--- config.mk ---
export PLATFORM = sky130hd
export DESIGN_NAME = tpia_ram
export DESIGN_NICKNAME = d
export VERILOG_FILES = /design/src/design/tpia_ram.sv
export SDC_FILE = /design/constraint.sdc
export NUM_CORES = 2
export LEC_CHECK = 0
export BUFFER_PORTS_ARGS = -buffer_cell sky130_fd_sc_hd__buf_2
export CELL_PAD_IN_SITES_DETAIL_PLACEMENT = 1
export CELL_PAD_IN_SITES_GLOBAL_PLACEMENT = 1
export CORE_MARGIN = 2
export CORE_UTILIZATION = 61
export CTS_CLUSTER_SIZE = 28
export DETAILED_ROUTE_END_ITERATION = 8
export PLACE_DENSITY_LB_ADDON = 0.12
export SYNTH_ARGS = -nofsm -noshare
export SYNTH_HDL_FRONTEND = slang
export SYNTH_SLANG_ARGS = --single-unit
--- constraint.sdc ---
create_clock -name clk -period 12.2 [get_ports clk]
set_clock_uncertainty 0.1 [all_clocks]
set_input_delay 1.83 -clock clk [delete_from_list [all_inputs] [get_ports clk]]
set_output_delay 1.83 -clock clk [all_outputs]
set_load 0.01 [all_outputs]
--- src/design/tpia_ram.sv ---
`default_nettype none

module tpia_ram #(
  parameter int WIDTH = 32,
  parameter int DEPTH = 64
) (
  input  wire logic                     clk,
  input  wire logic                     we,
  input  wire logic [$clog2(DEPTH)-1:0] waddr,
  input  wire logic [WIDTH-1:0]         wdata,
  input  wire logic                     re,
  input  wire logic [$clog2(DEPTH)-1:0] raddr,
  output logic      [WIDTH-1:0]         rdata
);

  logic [WIDTH-1:0] mem [DEPTH];

  always_ff @(posedge clk) begin
    if (we) begin
      mem[waddr] <= wdata;
    end
    if (re) begin
      rdata <= mem[raddr];
    end
  end

endmodule

`default_nettype wire

## Word level (Yosys, flattened, before mapping)

Memories as Yosys holds them, arrays and structs flattened. A register that Yosys moved wholly into a read port is not among the register bits.
Cells that the tools add are included.

- Muxes and demuxes: 2

Operators by type and width:

| kind | count |
|---|---|
| 2-to-1 mux 1 bit | 2 |

- Register bits after elaboration: 0
- Memory bits (writable): 2,048
- Input port bits: 47
- Output and inout port bits: 32
- Logic and storage cells: 3
- Memories kept: 1

Memory list:

| name | depth | bits a word | read ports | clocked after memory_dff | wr ports | RTL line | RTL |
|---|---|---|---|---|---|---|---|
| mem | 64 | 32 | 1 | 1 | 1 | 16 | `logic [WIDTH-1:0] mem [DEPTH];` |

## Logic depth before layout (Yosys ltp)

- Depth after elaboration: 2
- Mapped depth: 10
- Gate-level depth less buffers: 5

## Worst setup path before layout

OpenSTA, ideal clock, no wires.

- Kind: in2reg
- Start point: input port waddr[3]
- End point: memory mem[48][0], enable pin
- Library setup time: 0.461 ns
- Data arrival time: 4.529 ns
- Data required time: 11.639 ns
- Path slack: 7.110 ns
- Cell stages on the path: 4
- Path buffers: 1
- Cell sequence: clkbuf_1 nor2b_1 nand4b_1 nor3_1

RTL lines:

| what | RTL line | RTL |
|---|---|---|
| start: declaration | 9 | `input wire logic [$clog2(DEPTH)-1:0] waddr,` |
| end: declaration | 16 |  |

No word-level cell before the write port.

==> impl_metrics.toml <==
[yosys]
ys_ff_latch = 2080
synth_warnings = 0
avgSynthCellArea_sq_um = 23.7
synth_edf_count = 2080
synth.net_count = 3371
synth-seq-area-share_pct = 79.2
ys_types = 33
synthArstFlopShare_pct = 0
synth_flop_cell = "edfxtp_1"
syn_inst = 3324
synth_area_sq_mm = 0.0788

[cts]
clkTransAtPathRegs_ns = 0.06
cts_tree = "yes"
htree_levels = 4
root_buffer = "clkbuf_16"
cts_setup_buffers = 0
cts_resized = 0
clkSinkCount = 2080
cts_max_path_buffers = 3
holdBufCountCts = 0
cts_inserted_buffers = 201
clock_latency_ns = 0.85

[setup_path]
r2r_setup_slack_ns = 9.46
r2r_cells = 4
start_kind = "input pin"
critical-path-max-stage-delay_ns = 0.74
path_class = "in2reg"
crit_fanout = 101
critPathSlowestCell = "buf_4"
cp_cell_sequence = "buf_8, buf_12, buf_4, mux4_2, mux4_2, o22ai_1, nor2_1"
r2r_end = "rdata[27]"
endpoint_kind = "register"
cp_common_cell = "mux4_2"
timing.rr.start = "mem[26][27]"
required_ns = 12.64
crit_arrival_ns = 5.92
critPathLaunch = "raddr[0]"
endpoint = "rdata[1]"

[layout]
fillers = 9580
fin_nets = 3579
area_growth_pct = 11.9
drive_above_1_share_pct = 29.2

[grt]
overflow = 0
grt_max_degree = 139
grt_use_total_pct = 34.3
antenna_found_initial = 17
grt_pass1_vias = 39969
grt_pass1_wl_mm = 309

[placement]
dpl.hpwl_mm = 115
place.port_buffers = 78
routabilityCongestion = 0.776
dp_worst_setup_slack_ns = 5.72

[timing]
setup_viol = 0
max_slew_margin_pct = 6.16
max_freq_mhz = 183
hold_viol_final = 0
worst_pin_slew_ns = 1.41
setup_ws_ns = 6.72
rsz0062_at_grt = "no"
maxSlewViolCount = 0
period_share_pct = 44.9
fin_crit_ns = 5.48
setup_tns_ns = 0

[routing]
wirelength_mm = 220
vias = 38563
drtIter0Drc = 5909
drcViolationCount = 0
ant_nets = 0
dr.pass1.iters = 8
wl_per_cell_microns = 41.0
routed_via_density = 7.18

[pwr]
p_leak_nw = 27.4
peakVddDrop_v = 0.000151
powerDensity_mw_per_mm2 = 168

[floorplanning]
die-height_microns = 363
initial_core_util_pct = 61.7
die_x_microns = 363
num_rows = 131
fp.dieArea_sq_mm = 0.132
core_sq_mm = 0.128
io_pins = 79

[status]
outcome = "finished, final reports clean"

[worst_hold_path]
min_from = "mem[12][17]"
hold_class = "reg2reg"

[job]
max-cap-violations = 0
==> routing by layer <==
metal | up-vias | track usage [%] | part of all wire, %
met3 | 459 | 8.94 | 12
met1 | 20670 | 48.9 | 37
met2 | 2708 | 52.2 | 47
li1 | 14716 | - | -
met5 | - | 0 | 0.034
met4 | 10 | 13.1 | 3.9
==> per-stage QoR <==
step	util, %	area [sq um]	power, W	std cells	hold WS, ns
global placement	64.0	81800	0.00880	4991	0.704
finish	69.0	88200	0.0148	5370	0.741
global route	69.0	88200	0.0151	5364	0.780
CTS	69.0	88200	0.0148	5364	0.739
floorplan	-	78800	0.00848	3324	0.650
detailed placement	64.0	81800	0.00884	4991	0.734
==> cell usage after synthesis (3+ instances only) <==
cell	number	share of area [%]
nand3_1	5	0.032
nor2b_1	15	0.12
o22ai_1	84	0.67
edfxtp_1	2080	79
nand3b_1	5	0.048
nor2_1	137	0.65
a22oi_1	12	0.11
mux4_2	544	16
buf_2	57	0.36
or3b_2	3	0.033
buf_6	5	0.071
a41o_1	4	0.051
mux2i_1	93	1.2
nand2b_1	8	0.063
buf_4	25	0.24
o32ai_1	4	0.044
nor3_1	7	0.044
and3_1	4	0.032
or3_1	3	0.024
o221ai_1	27	0.30
a311oi_1	8	0.089
buf_1	21	0.10
clkbuf_1	74	0.35
a21oi_1	62	0.39
nand2_1	26	0.12
==> power breakdown <==
part,internal (W),switching (W),total [W]
combinational,0.000253,0.000481,0.000734
clock,0.00343,0.00265,0.00609
sequential,0.00793,0.0000308,0.00796
==> how the worst min path moves through the flow <==
stage,cells past startpoint,slack [ns],to
2_1_floorplan,4,0.65,rdata[17]
3_3_place_gp,4,0.70,rdata[8]
3_5_place_dp,4,0.73,rdata[17]
4_1_cts,4,0.74,rdata[17]
5_1_grt,4,0.78,rdata[17]
6_report,4,0.74,rdata[17]
==> area by class of cell <==
cell class	count	area, sq um	area share [%]
Sequential cell	2080	62500	70.8
Timing Repair Buffer	187	1290	1.46
Clock inverter	126	1050	1.19
Clock buffer	247	5330	6.04
Tap cell	1662	2080	2.36
Multi-Input combinational cell	1062	16000	18.1
Antenna cell	6	15.0	0.0170
==> state kept, by name, summed over array words and instances (netlist names) <==
signal  flops
mem      2048
rdata      32
==> layout by cell type, fill, tap and decap left out, drive strengths merged <==
master and n:
diode 6, a311oi 8, mux2i 93, nand4 2, buf 187, nor2 137
inv 9, nor2b 15, o32ai 4, nor3 7, and3 4, and2 2
clkinvlp 12, nand4b 1, or2 3, bufinv 16, clkbuf 247, or3b 5
nand2b 8, or3 3, nand2 26, nand3b 5, edfxtp 2080, a41o 4
clkinv 89, mux4 544, nand3 5, o22ai 84, o221ai 27, a22oi 12
a21oi 62, a31oi 1
==> critical path, delay by kind of cell <==
kind                   cells  cell delay (ns)
multiplexers               2             1.10
AO/OA/AOI/OAI              1             0.59
AND/OR/NAND/NOR            1             0.12
buffers and inverters      3             2.03
==> cell families (layout without fill, tap and decap cells) <==
family                 count (synthesis)  count (layout)  share of synthesized area [%]
multiplexers                         637             637                           16.7
AO/OA/AOI/OAI                        202             202                           1.67
AND/OR/NAND/NOR                      223             223                           1.26
buffers and inverters                182             560                           1.12
flip-flops                          2080            2080                           79.2
other                                  0               6                              0
No activity file was read; power rests on OpenSTA's default activity.
